## config.mk

```make
export PLATFORM = sky130hd
export DESIGN_NAME = chunk_residency_table
export DESIGN_NICKNAME = d
export VERILOG_FILES = /design/src/hw/rtl/crt_pkg.sv /design/src/hw/rtl/crt_csr.sv /design/src/hw/rtl/crt_ctrl.sv /design/src/hw/rtl/crt_dpath.sv /design/src/hw/rtl/chunk_residency_table.sv
export SDC_FILE = /design/constraint.sdc
export NUM_CORES = 2
export LEC_CHECK = 0
export BUFFER_PORTS_ARGS = -buffer_cell sky130_fd_sc_hd__buf_4
export CORE_MARGIN = 1
export CORE_UTILIZATION = 47
export CTS_CLUSTER_DIAMETER = 50
export DETAILED_ROUTE_END_ITERATION = 10
export PLACE_DENSITY = 0.61
export SETUP_SLACK_MARGIN = 0.3
export SLEW_MARGIN = 25
export SYNTH_ARGS = -nofsm -noshare
export SYNTH_HDL_FRONTEND = slang
export SYNTH_SLANG_ARGS = --single-unit
```

## constraint.sdc

```tcl
create_clock -name clock -period 19 [get_ports clock]
set_clock_uncertainty 0.1 [all_clocks]
set_input_delay 2.85 -clock clock [delete_from_list [all_inputs] [get_ports clock]]
set_output_delay 2.85 -clock clock [all_outputs]
set_load 0.02 [all_outputs]
```

## src/hw/rtl/crt_pkg.sv

```systemverilog
// Shared types, field positions and codes for the chunk residency table.
package crt_pkg;

   // Stream payload widths (data widths padded to whole bytes)
   localparam int REQ_DATA_W = 88;
   localparam int REQ_USER_W = 3;
   localparam int RSP_DATA_W = 48;
   localparam int RSP_USER_W = 3;

   // Register port widths
   localparam int CSR_ADDR_W = 3;
   localparam int CSR_DATA_W = 32;
   localparam int CSR_IDX_BIT = 2;

   // Field widths
   localparam int COORD_W  = 16;
   localparam int UCOORD_W = 15;
   localparam int RADIUS_W = 15;
   localparam int SLOT_W   = 6;
   localparam int CNT_W    = 7;
   localparam int WIN_W    = 18;

   // Request tdata field positions
   localparam int REQ_X_LSB     = 0;
   localparam int REQ_Z_LSB     = 16;
   localparam int REQ_FORCE_BIT = 32;
   localparam int REQ_ALL_BIT   = 33;
   localparam int REQ_CX_LSB    = 34;
   localparam int REQ_CZ_LSB    = 50;
   localparam int REQ_RAD_LSB   = 66;

   // Reset value of both world limits
   localparam logic [UCOORD_W-1:0] LIMIT_RESET = 15'd16;

   typedef enum logic [2:0] {
      OP_ACTIVATE = 3'd0,
      OP_MARK     = 3'd1,
      OP_EVICT    = 3'd2,
      OP_TAKE     = 3'd3,
      OP_RENDER   = 3'd4
   } op_type;

   typedef enum logic [2:0] {
      ST_FOUND = 3'd0,
      ST_NEW   = 3'd1,
      ST_FULL  = 3'd2,
      ST_OOB   = 3'd3,
      ST_NONE  = 3'd4
   } status_type;

   typedef enum logic {
      CSR_XLIM = 1'b0,
      CSR_ZLIM = 1'b1
   } csr_idx_type;

   // Controller to datapath
   typedef struct packed {
      logic start;
      logic advance;
      logic push_hold;
      logic finish;
   } cmd_type;

   // Datapath to controller
   typedef struct packed {
      logic no_scan;
      logic last_step;
      logic take_hit;
      logic hold_vld;
      logic rsp_free;
   } stat_type;

   // One result item
   typedef struct packed {
      status_type             status;
      logic [SLOT_W-1:0]      slot;
      logic                   render;
      logic [UCOORD_W-1:0]    out_x;
      logic [UCOORD_W-1:0]    out_z;
      logic [CNT_W-1:0]       removed;
      logic                   last;
   } rsp_type;

endpackage

```

## src/hw/rtl/crt_csr.sv

```systemverilog
// Register port holding the world x and z limits.
module crt_csr (
   input  logic                            clock,
   input  logic                            reset,
   input  logic                            csr_psel,
   input  logic                            csr_penable,
   input  logic                            csr_pwrite,
   input  logic [crt_pkg::CSR_ADDR_W-1:0]  csr_paddr,
   input  logic [crt_pkg::CSR_DATA_W-1:0]  csr_pwdata,
   output logic [crt_pkg::CSR_DATA_W-1:0]  csr_prdata,
   output logic                            csr_pready,
   output logic [crt_pkg::UCOORD_W-1:0]    x_limit,
   output logic [crt_pkg::UCOORD_W-1:0]    z_limit
);
   import crt_pkg::*;

   logic [UCOORD_W-1:0] xlim_ff;
   logic [UCOORD_W-1:0] zlim_ff;
   logic                wr_en;
   csr_idx_type         idx;

   assign csr_pready = 1'b1;
   assign wr_en      = csr_psel & csr_penable & csr_pwrite & csr_pready;
   assign idx        = csr_idx_type'(csr_paddr[CSR_IDX_BIT]);

   // Write the addressed limit
   always_ff @(posedge clock) begin
      if (reset) begin
         xlim_ff <= LIMIT_RESET;
         zlim_ff <= LIMIT_RESET;
      end else if (wr_en) begin
         unique case (idx)
            CSR_XLIM: xlim_ff <= csr_pwdata[UCOORD_W-1:0];
            CSR_ZLIM: zlim_ff <= csr_pwdata[UCOORD_W-1:0];
            default:  ;
         endcase
      end
   end

   // Read back the addressed limit
   always_comb begin
      unique case (idx)
         CSR_XLIM: csr_prdata = CSR_DATA_W'(xlim_ff);
         CSR_ZLIM: csr_prdata = CSR_DATA_W'(zlim_ff);
         default:  csr_prdata = '0;
      endcase
   end

   assign x_limit = xlim_ff;
   assign z_limit = zlim_ff;

endmodule

```

## src/hw/rtl/crt_ctrl.sv

```systemverilog
// Controller state machine: accept, slot scan sequencing, final result.
module crt_ctrl (
   input  logic               clock,
   input  logic               reset,
   input  logic               req_tvalid,
   output logic               req_tready,
   input  crt_pkg::stat_type  stat,
   output crt_pkg::cmd_type   cmd
);
   import crt_pkg::*;

   typedef enum logic [1:0] {
      S_IDLE,
      S_SCAN,
      S_FINISH
   } state_type;

   state_type state_ff;
   logic      ready_ff;
   logic      stall;

   // Hold the scan while a take result cannot be handed on
   assign stall = stat.take_hit & stat.hold_vld & ~stat.rsp_free;

   always_comb begin
      cmd           = '0;
      cmd.start     = (state_ff == S_IDLE) & req_tvalid & ready_ff;
      cmd.advance   = (state_ff == S_SCAN) & ~stat.no_scan & ~stall;
      cmd.push_hold = cmd.advance & stat.take_hit & stat.hold_vld;
      cmd.finish    = (state_ff == S_FINISH) & stat.rsp_free;
   end

   // Sequence one item at a time
   always_ff @(posedge clock) begin
      if (reset) begin
         state_ff <= S_IDLE;
         ready_ff <= 1'b1;
      end else begin
         unique case (state_ff)
            S_IDLE: begin
               if (cmd.start) begin
                  state_ff <= S_SCAN;
                  ready_ff <= 1'b0;
               end
            end
            S_SCAN: begin
               if (stat.no_scan || (cmd.advance && stat.last_step)) begin
                  state_ff <= S_FINISH;
               end
            end
            S_FINISH: begin
               if (cmd.finish) begin
                  state_ff <= S_IDLE;
                  ready_ff <= 1'b1;
               end
            end
            default: state_ff <= S_IDLE;
         endcase
      end
   end

   assign req_tready = ready_ff;

endmodule

```

## src/hw/rtl/crt_dpath.sv

```systemverilog
// Datapath: slot marks, coordinate memory, scan stage and result register.
module crt_dpath #(
   parameter int SLOTS = 64
) (
   input  logic                            clock,
   input  logic                            reset,
   input  crt_pkg::cmd_type                cmd,
   output crt_pkg::stat_type               stat,
   input  logic [crt_pkg::REQ_DATA_W-1:0]  req_tdata,
   input  logic [crt_pkg::REQ_USER_W-1:0]  req_tuser,
   input  logic [crt_pkg::UCOORD_W-1:0]    x_limit,
   input  logic [crt_pkg::UCOORD_W-1:0]    z_limit,
   output logic                            rsp_tvalid,
   input  logic                            rsp_tready,
   output logic [crt_pkg::RSP_DATA_W-1:0]  rsp_tdata,
   output logic [crt_pkg::RSP_USER_W-1:0]  rsp_tuser,
   output logic                            rsp_tlast
);
   import crt_pkg::*;

   localparam int IW = (SLOTS > 1) ? $clog2(SLOTS) : 1;
   localparam int AW = IW + 1;
   localparam logic [AW-1:0] ADDR_END = AW'(SLOTS);
   localparam logic [IW-1:0] IDX_LAST = IW'(SLOTS - 1);

   // Item registers
   logic [2:0]                op_ff;
   logic [COORD_W-1:0]        x_ff;
   logic [COORD_W-1:0]        z_ff;
   logic                      force_ff;
   logic                      all_ff;
   logic signed [WIN_W-1:0]   cxp_ff, cxm_ff, czp_ff, czm_ff;
   logic                      oob_ff;

   // Slot marks and coordinate memory
   logic [SLOTS-1:0]          active_ff, active_in;
   logic [SLOTS-1:0]          pend_ff, pend_in;
   logic [UCOORD_W-1:0]       mem_x [SLOTS];
   logic [UCOORD_W-1:0]       mem_z [SLOTS];

   // Scan stage
   logic [AW-1:0]             addr_ff;
   logic                      s_vld_ff;
   logic [IW-1:0]             s_idx_ff;
   logic [UCOORD_W-1:0]       s_x_ff, s_z_ff;

   // Search results
   logic                      match_vld_ff, free_vld_ff;
   logic [IW-1:0]             match_idx_ff, free_idx_ff;
   logic [CNT_W-1:0]          count_ff;
   logic                      hold_vld_ff;
   rsp_type                   hold_ff;
   logic                      rsp_vld_ff;
   rsp_type                   rsp_ff;

   // Request fields
   logic [COORD_W-1:0]        req_x, req_z, req_cx, req_cz;
   logic [RADIUS_W-1:0]       req_rad;
   logic signed [WIN_W-1:0]   cx_w, cz_w, rad_w;
   logic                      oob_in;

   // Stage decode
   logic                      mem_re, mem_we, step;
   logic                      s_act, s_pnd, s_match, s_free, s_outside, s_evict;
   logic                      take_hit, s_inb;
   logic signed [WIN_W-1:0]   s_sx, s_sz;
   logic                      is_find, op_known;
   logic                      fin_find, fin_draw, fin_alloc, fin_mark;
   rsp_type                   take_res, fin;

   // Unpack request and build window edges
   assign req_x   = req_tdata[REQ_X_LSB +: COORD_W];
   assign req_z   = req_tdata[REQ_Z_LSB +: COORD_W];
   assign req_cx  = req_tdata[REQ_CX_LSB +: COORD_W];
   assign req_cz  = req_tdata[REQ_CZ_LSB +: COORD_W];
   assign req_rad = req_tdata[REQ_RAD_LSB +: RADIUS_W];
   assign cx_w    = {{(WIN_W-COORD_W){req_cx[COORD_W-1]}}, req_cx};
   assign cz_w    = {{(WIN_W-COORD_W){req_cz[COORD_W-1]}}, req_cz};
   assign rad_w   = {{(WIN_W-RADIUS_W){1'b0}}, req_rad};
   assign oob_in  = req_x[COORD_W-1] | req_z[COORD_W-1] |
                    (req_x[UCOORD_W-1:0] >= x_limit) |
                    (req_z[UCOORD_W-1:0] >= z_limit);

   // Latch the item
   always_ff @(posedge clock) begin
      if (cmd.start) begin
         op_ff    <= req_tuser;
         x_ff     <= req_x;
         z_ff     <= req_z;
         force_ff <= req_tdata[REQ_FORCE_BIT];
         all_ff   <= req_tdata[REQ_ALL_BIT];
         cxp_ff   <= cx_w + rad_w;
         cxm_ff   <= cx_w - rad_w;
         czp_ff   <= cz_w + rad_w;
         czm_ff   <= cz_w - rad_w;
         oob_ff   <= oob_in;
      end
   end

   assign is_find  = (op_ff == OP_ACTIVATE) | (op_ff == OP_RENDER);
   assign op_known = is_find | (op_ff == OP_MARK) | (op_ff == OP_EVICT) |
                     (op_ff == OP_TAKE);

   // Decode the slot at the scan stage
   assign step      = cmd.advance & s_vld_ff;
   assign s_act     = active_ff[s_idx_ff];
   assign s_pnd     = pend_ff[s_idx_ff];
   assign s_match   = s_vld_ff & s_act & ~x_ff[COORD_W-1] & ~z_ff[COORD_W-1] &
                      (s_x_ff == x_ff[UCOORD_W-1:0]) & (s_z_ff == z_ff[UCOORD_W-1:0]);
   assign s_free    = s_vld_ff & ~s_act;
   assign s_sx      = {{(WIN_W-UCOORD_W){1'b0}}, s_x_ff};
   assign s_sz      = {{(WIN_W-UCOORD_W){1'b0}}, s_z_ff};
   assign s_outside = (s_sx > cxp_ff) | (s_sx < cxm_ff) | (s_sz > czp_ff) | (s_sz < czm_ff);
   assign s_evict   = s_vld_ff & (op_ff == OP_EVICT) & s_act & s_outside;
   assign take_hit  = s_vld_ff & (op_ff == OP_TAKE) & s_act & s_pnd;
   assign s_inb     = (s_x_ff < x_limit) & (s_z_ff < z_limit);

   // Result of a take hit
   always_comb begin
      take_res         = '0;
      take_res.status  = s_inb ? ST_FOUND : ST_OOB;
      take_res.slot    = SLOT_W'(s_idx_ff);
      take_res.render  = s_inb;
      take_res.out_x   = s_x_ff;
      take_res.out_z   = s_z_ff;
   end

   // Final decisions at the end of the item
   assign fin_find  = cmd.finish & ~hold_vld_ff & is_find & ~oob_ff;
   assign fin_draw  = fin_find & match_vld_ff & (op_ff == OP_RENDER) &
                      (pend_ff[match_idx_ff] | force_ff);
   assign fin_alloc = fin_find & ~match_vld_ff & free_vld_ff;
   assign fin_mark  = cmd.finish & ~hold_vld_ff & (op_ff == OP_MARK) & match_vld_ff;
   assign mem_we    = fin_alloc;
   assign mem_re    = cmd.advance & (addr_ff < ADDR_END);

   // Final result item
   always_comb begin
      fin        = '0;
      fin.status = ST_NONE;
      if (hold_vld_ff) begin
         fin = hold_ff;
      end else begin
         unique case (op_ff)
            OP_ACTIVATE, OP_RENDER: begin
               if (oob_ff) begin
                  fin.status = ST_OOB;
               end else if (match_vld_ff) begin
                  fin.status = ST_FOUND;
                  fin.slot   = SLOT_W'(match_idx_ff);
                  fin.out_x  = x_ff[UCOORD_W-1:0];
                  fin.out_z  = z_ff[UCOORD_W-1:0];
                  fin.render = (op_ff == OP_RENDER) & (pend_ff[match_idx_ff] | force_ff);
               end else if (free_vld_ff) begin
                  fin.status = ST_NEW;
                  fin.slot   = SLOT_W'(free_idx_ff);
                  fin.out_x  = x_ff[UCOORD_W-1:0];
                  fin.out_z  = z_ff[UCOORD_W-1:0];
                  fin.render = (op_ff == OP_RENDER);
               end else begin
                  fin.status = ST_FULL;
               end
            end
            OP_MARK: begin
               if (match_vld_ff) begin
                  fin.status = ST_FOUND;
                  fin.slot   = SLOT_W'(match_idx_ff);
                  fin.out_x  = x_ff[UCOORD_W-1:0];
                  fin.out_z  = z_ff[UCOORD_W-1:0];
               end
            end
            OP_EVICT: fin.removed = count_ff;
            default:  ;
         endcase
      end
      fin.last = 1'b1;
   end

   // Next slot marks
   always_comb begin
      active_in = active_ff;
      pend_in   = pend_ff;
      if (step && s_evict) begin
         active_in[s_idx_ff] = 1'b0;
         pend_in[s_idx_ff]   = 1'b0;
      end
      if (step && take_hit && s_inb) begin
         pend_in[s_idx_ff] = 1'b0;
      end
      if (fin_alloc) begin
         active_in[free_idx_ff] = 1'b1;
         pend_in[free_idx_ff]   = (op_ff == OP_ACTIVATE);
      end
      if (fin_draw) begin
         pend_in[match_idx_ff] = 1'b0;
      end
      if (fin_mark) begin
         pend_in[match_idx_ff] = 1'b1;
      end
   end

   // Coordinate memory: one write, one registered read
   always_ff @(posedge clock) begin
      if (mem_we) begin
         mem_x[free_idx_ff] <= x_ff[UCOORD_W-1:0];
         mem_z[free_idx_ff] <= z_ff[UCOORD_W-1:0];
      end
      if (mem_re) begin
         s_x_ff <= mem_x[addr_ff[IW-1:0]];
         s_z_ff <= mem_z[addr_ff[IW-1:0]];
      end
   end

   // Advance the scan and collect search results
   always_ff @(posedge clock) begin
      if (reset) begin
         active_ff    <= '0;
         pend_ff      <= '0;
         addr_ff      <= '0;
         s_vld_ff     <= 1'b0;
         match_vld_ff <= 1'b0;
         free_vld_ff  <= 1'b0;
         count_ff     <= '0;
         hold_vld_ff  <= 1'b0;
      end else begin
         active_ff <= active_in;
         pend_ff   <= pend_in;
         if (cmd.start) begin
            addr_ff      <= '0;
            s_vld_ff     <= 1'b0;
            match_vld_ff <= 1'b0;
            free_vld_ff  <= 1'b0;
            count_ff     <= '0;
            hold_vld_ff  <= 1'b0;
         end else begin
            if (cmd.advance) begin
               s_vld_ff <= mem_re;
               if (mem_re) begin
                  addr_ff <= addr_ff + 1'b1;
               end
            end
            if (step && s_match && !match_vld_ff) begin
               match_vld_ff <= 1'b1;
            end
            if (step && s_free && !free_vld_ff) begin
               free_vld_ff <= 1'b1;
            end
            if (step && s_evict) begin
               count_ff <= count_ff + 1'b1;
            end
            if (cmd.finish) begin
               hold_vld_ff <= 1'b0;
            end else if (step && take_hit) begin
               hold_vld_ff <= 1'b1;
            end
         end
      end
   end

   // Slot indexes and held take result
   always_ff @(posedge clock) begin
      if (mem_re) begin
         s_idx_ff <= addr_ff[IW-1:0];
      end
      if (step && s_match && !match_vld_ff) begin
         match_idx_ff <= s_idx_ff;
      end
      if (step && s_free && !free_vld_ff) begin
         free_idx_ff <= s_idx_ff;
      end
      if (step && take_hit) begin
         hold_ff <= take_res;
      end
   end

   // Output register
   always_ff @(posedge clock) begin
      if (reset) begin
         rsp_vld_ff <= 1'b0;
      end else if (cmd.push_hold || cmd.finish) begin
         rsp_vld_ff <= 1'b1;
      end else if (rsp_tready) begin
         rsp_vld_ff <= 1'b0;
      end
   end

   always_ff @(posedge clock) begin
      if (cmd.push_hold) begin
         rsp_ff <= hold_ff;
      end else if (cmd.finish) begin
         rsp_ff <= fin;
      end
   end

   assign rsp_tvalid = rsp_vld_ff;
   assign rsp_tuser  = rsp_ff.status;
   assign rsp_tlast  = rsp_ff.last;
   assign rsp_tdata  = RSP_DATA_W'({rsp_ff.removed, rsp_ff.out_z, rsp_ff.out_x,
                                    rsp_ff.render, rsp_ff.slot});

   // Status to the controller
   assign stat.no_scan   = (is_find & oob_ff) | ~op_known;
   assign stat.last_step = s_vld_ff & ((s_idx_ff == IDX_LAST) | (take_hit & ~all_ff));
   assign stat.take_hit  = take_hit;
   assign stat.hold_vld  = hold_vld_ff;
   assign stat.rsp_free  = ~rsp_vld_ff | rsp_tready;

`ifndef SYNTHESIS
   a_pend_needs_active: assert property (@(posedge clock) disable iff (reset)
      (pend_ff & ~active_ff) == '0)
      else $error("pending mark on an inactive slot");

   a_push_hold_ok: assert property (@(posedge clock) disable iff (reset)
      cmd.push_hold |-> (hold_vld_ff && stat.rsp_free))
      else $error("held result pushed while empty or output busy");

   a_finish_free: assert property (@(posedge clock) disable iff (reset)
      cmd.finish |-> stat.rsp_free)
      else $error("final result overwrote an unread result");

   a_count_range: assert property (@(posedge clock) disable iff (reset)
      count_ff <= CNT_W'(SLOTS))
      else $error("eviction count beyond table size");

   a_hold_take_only: assert property (@(posedge clock) disable iff (reset)
      hold_vld_ff |-> (op_ff == OP_TAKE))
      else $error("held result outside take pending");
`endif

endmodule

```

## src/hw/rtl/chunk_residency_table.sv

```systemverilog
// Top level of the chunk residency table: register port, controller and datapath.
//
//  port group   dir  handshake          payload
//  req_*        in   tvalid/tready      tuser opcode, tdata coordinates and options
//  rsp_*        out  tvalid/tready      tuser status, tdata slot result, tlast
//  csr_*        in   psel/penable       x limit at 0x0, z limit at 0x4
//
//  An item runs through accept, a slot scan through the registered read of the slot
//  coordinate memory, and the final result.
//  Out-of-bounds activate or render requests and unused opcodes do not scan the slots.
//  Take pending with take_all also waits whenever rsp_tready holds a result back.
//  On reset all slot marks clear and both limits return to 16.
//  One item is in flight at a time; a new item is taken while a result waits.
module chunk_residency_table #(
   parameter int SLOTS = 64
) (
   input  logic                            clock,
   input  logic                            reset,
   input  logic                            req_tvalid,
   output logic                            req_tready,
   // [15:0] chunk_x, [31:16] chunk_z, [32] force_req, [33] take_all,
   // [49:34] center_x, [65:50] center_z, [80:66] radius, [87:81] zero
   input  logic [crt_pkg::REQ_DATA_W-1:0]  req_tdata,
   // [2:0] opcode
   input  logic [crt_pkg::REQ_USER_W-1:0]  req_tuser,
   output logic                            rsp_tvalid,
   input  logic                            rsp_tready,
   // [5:0] slot, [6] render_needed, [21:7] out_x, [36:22] out_z,
   // [43:37] removed_count, [47:44] zero
   output logic [crt_pkg::RSP_DATA_W-1:0]  rsp_tdata,
   // [2:0] status
   output logic [crt_pkg::RSP_USER_W-1:0]  rsp_tuser,
   output logic                            rsp_tlast,
   input  logic                            csr_psel,
   input  logic                            csr_penable,
   input  logic                            csr_pwrite,
   input  logic [crt_pkg::CSR_ADDR_W-1:0]  csr_paddr,
   input  logic [crt_pkg::CSR_DATA_W-1:0]  csr_pwdata,
   output logic [crt_pkg::CSR_DATA_W-1:0]  csr_prdata,
   output logic                            csr_pready
);
   import crt_pkg::*;

   cmd_type              cmd;
   stat_type             stat;
   logic [UCOORD_W-1:0]  x_limit;
   logic [UCOORD_W-1:0]  z_limit;

   crt_csr u_csr (
      .clock       (clock),
      .reset       (reset),
      .csr_psel    (csr_psel),
      .csr_penable (csr_penable),
      .csr_pwrite  (csr_pwrite),
      .csr_paddr   (csr_paddr),
      .csr_pwdata  (csr_pwdata),
      .csr_prdata  (csr_prdata),
      .csr_pready  (csr_pready),
      .x_limit     (x_limit),
      .z_limit     (z_limit)
   );

   crt_ctrl u_ctrl (
      .clock      (clock),
      .reset      (reset),
      .req_tvalid (req_tvalid),
      .req_tready (req_tready),
      .stat       (stat),
      .cmd        (cmd)
   );

   crt_dpath #(
      .SLOTS (SLOTS)
   ) u_dpath (
      .clock      (clock),
      .reset      (reset),
      .cmd        (cmd),
      .stat       (stat),
      .req_tdata  (req_tdata),
      .req_tuser  (req_tuser),
      .x_limit    (x_limit),
      .z_limit    (z_limit),
      .rsp_tvalid (rsp_tvalid),
      .rsp_tready (rsp_tready),
      .rsp_tdata  (rsp_tdata),
      .rsp_tuser  (rsp_tuser),
      .rsp_tlast  (rsp_tlast)
   );

endmodule
```

==> metrics <==
Post-CTS Setup Bufs=0; leakage power=35.2 nW; height of the die=458 um; Die ar.=210000 um^2; vias per cell=6.35; clk root buf=clkbuf_16; DRC=0; first-pass GRT wire length=397 mm; crit path kind=in -> out; I/O Buffers=171; Switching Fraction=21.4%; Slew Limit Fails=0; Core Region=206000 um^2; # setup viols final=0; Max IR drop VDD=0.0000661 V; TritonRoute pass-1 iters=6; Post-DP HPWL=156 mm; power density cells=102 nW/um^2; H-tree levels=5; DR vias=55100; Worst Setup Start Kind=input pin; CP Capture Type=primary output; post-CTS sizing=0; outcome=complete, no violations; clock share of power=44.4%; part of the power in registers=51.0%; most common library cell in the layout ignoring fill and taps=edfxtp_1; Comb pwr share=4.6%; all-layer global routing usage=26.6%; total CTS buffers=275; Period minus WS final=6630 ps; Mapped Cells=5505; final WL=280 mm; die width=458 um; peak fanout along the critical path=32; ys async rst share=0%; Cells after DPL=8188; Final Hold Vio Count=0; number of top-level pins=220; DRT iter0 DRCs=7380; P&R area growth vs syn=13.3%; CTS tree=yes; CTS clock-pin slew for the worst setup and hold paths=50 ps; initial antenna violation count=12; Starting Density=47.5%; crit share post-route=34.9%; Rows=166; Post-synth EDFFs=2158; CP arrival=3680 ps; worst hold-check path type=reg -> reg; NetSw=2.41 mW; CTS sink cnt=2338; max cap viols=0; Pwr Total=11.2 mW; Worst Tran Pin Value=1260 ps; Critical Path RT=16050 ps; largest net degree at the start of global routing=144; Non-Filler Instances=8664; WL per Instance=32.3 um; Max-slew headroom=15.5%; Bufs on Longest Clock Path=4; DP Worst Slack=12380 ps; Routed Antenna Nets=0; gp weighted congestion=0.929; synthesized area=97700 um^2; Worst-Skew Late Latency=920 ps; Yosys warning count=0; syn_area_per_cell=17.7 um^2; layout cell share with drive strength beyond 1=24.4%; synthesized flop and latch total=2338; Final WS setup=12370 ps; Fillers=16000; final net count=6092; vias in the first global route=54000; TNS Setup=0 ps; RSZ-0062 raised after global routing=false; Max Fclk=0.151 GHz; Distinct cells, synth=86; hold_buf cts=0; most frequent cells in the layout=edfxtp_1 (2158), mux4_2 (641), buf_4 (311), a21oi_1 (297), clkbuf_16 (286); internal power=8.83 mW; total global routing overflow=0; sequential share of the synthesized area=70.0%; Primary FF master, synth=edfxtp_1
power groups by stage:
stage / registers [mW] / logic, mW / clock network [mW]
finish: 5.73 / 0.517 / 4.99
global route: 5.73 / 0.556 / 5.25
CTS: 5.73 / 0.519 / 5.06
detailed placement: 5.84 / 0.516 / 0
global placement: 5.84 / 0.505 / 0
floorplan: 5.89 / 0.263 / 0
final cells by class:
type | count | area [um^2] | area share, %
sequential | 2338 | 68400 | 61.8
clock buffer | 352 | 7450 | 6.73
tap | 2688 | 3360 | 3.04
antenna | 11 | 27.5 | 0.0249
inverter | 237 | 900 | 0.813
clock inverter | 113 | 983 | 0.888
multi-input combinational | 2610 | 27100 | 24.5
timing repair buffer | 315 | 2410 | 2.18
worst max-delay path: stages:
cell,delay [ps]
buf_4,280
mux2_2,390
buf_4,160
state kept, by name, indices dropped and copies added (netlist names), 17 cells and up:
register	flops
u_dpath.mem_x	960
u_dpath.mem_z	960
u_dpath.active_ff	64
u_dpath.pend_ff	64
u_dpath.rsp_tdata	44
u_dpath.hold_ff	38
u_dpath.cxm_ff	17
u_dpath.czm_ff	17
routing by layer:
metal  part of all wire, %  GRT usage [%]
met4                   3.9           10.1
met5                 0.015              0
met1                    40           38.0
met2                    47           41.5
met3                   8.5           4.27
synthesized netlist by cell type (31+ instances only):
cell         n  share of area [%]
buf_2       31               0.16
mux4_2     641                 15
dfxtp_1    180                3.7
clkbuf_1   218               0.84
nand3_1     43               0.22
nand3b_1    79               0.61
ha_1       178                2.3
nand2_1    286                1.1
nor3_1     170               0.87
o21ai_0     97               0.50
inv_1      234               0.90
nor2_1     146               0.56
o31ai_1     65               0.50
edfxtp_1  2158                 66
buf_1       60               0.23
xor2_1      34               0.30
o22ai_1     70               0.45
xnor2_1     47               0.42
a21oi_1    298                1.5
stage by stage:
| step | hold WS, ps | utilization, % | instance area, um^2 |
|---|---|---|---|
| after detailed placement | 346 | 49.7 | 102000 |
| after global placement | 343 | 49.7 | 102000 |
| after floorplan | 306 | - | 97800 |
| after global routing | 370 | 53.8 | 111000 |
| final | 353 | 53.8 | 111000 |
| after CTS | 354 | 53.8 | 111000 |
cells by family (layout without fill, tap and decap cells):
family | count (synthesis) | after routing | share of synthesized area, %
XOR/XNOR | 81 | 81 | 0.726
flip-flops | 2338 | 2338 | 70.0
multiplexers | 683 | 683 | 15.2
adder cells (fa/ha/maj) | 182 | 182 | 2.36
buffers and inverters | 577 | 1017 | 2.38
AND/OR/NAND/NOR | 917 | 917 | 4.70
other | 2 | 33 | 0.00769
AO/OA/AOI/OAI | 725 | 725 | 4.57
final timing paths:
kind	slack, ps	end	startpoint	cells after the start
max	12370	csr_prdata[0]	csr_paddr[2]	3
max reg2reg	13480	u_dpath.pend_ff[2]	u_dpath.s_idx_ff[2]	11
min reg2reg	350	u_csr.x_limit[5]	u_csr.x_limit[5]	2
min	350	u_csr.x_limit[5]	u_csr.x_limit[5]	2
No activity file was read; power rests on OpenSTA's default activity.
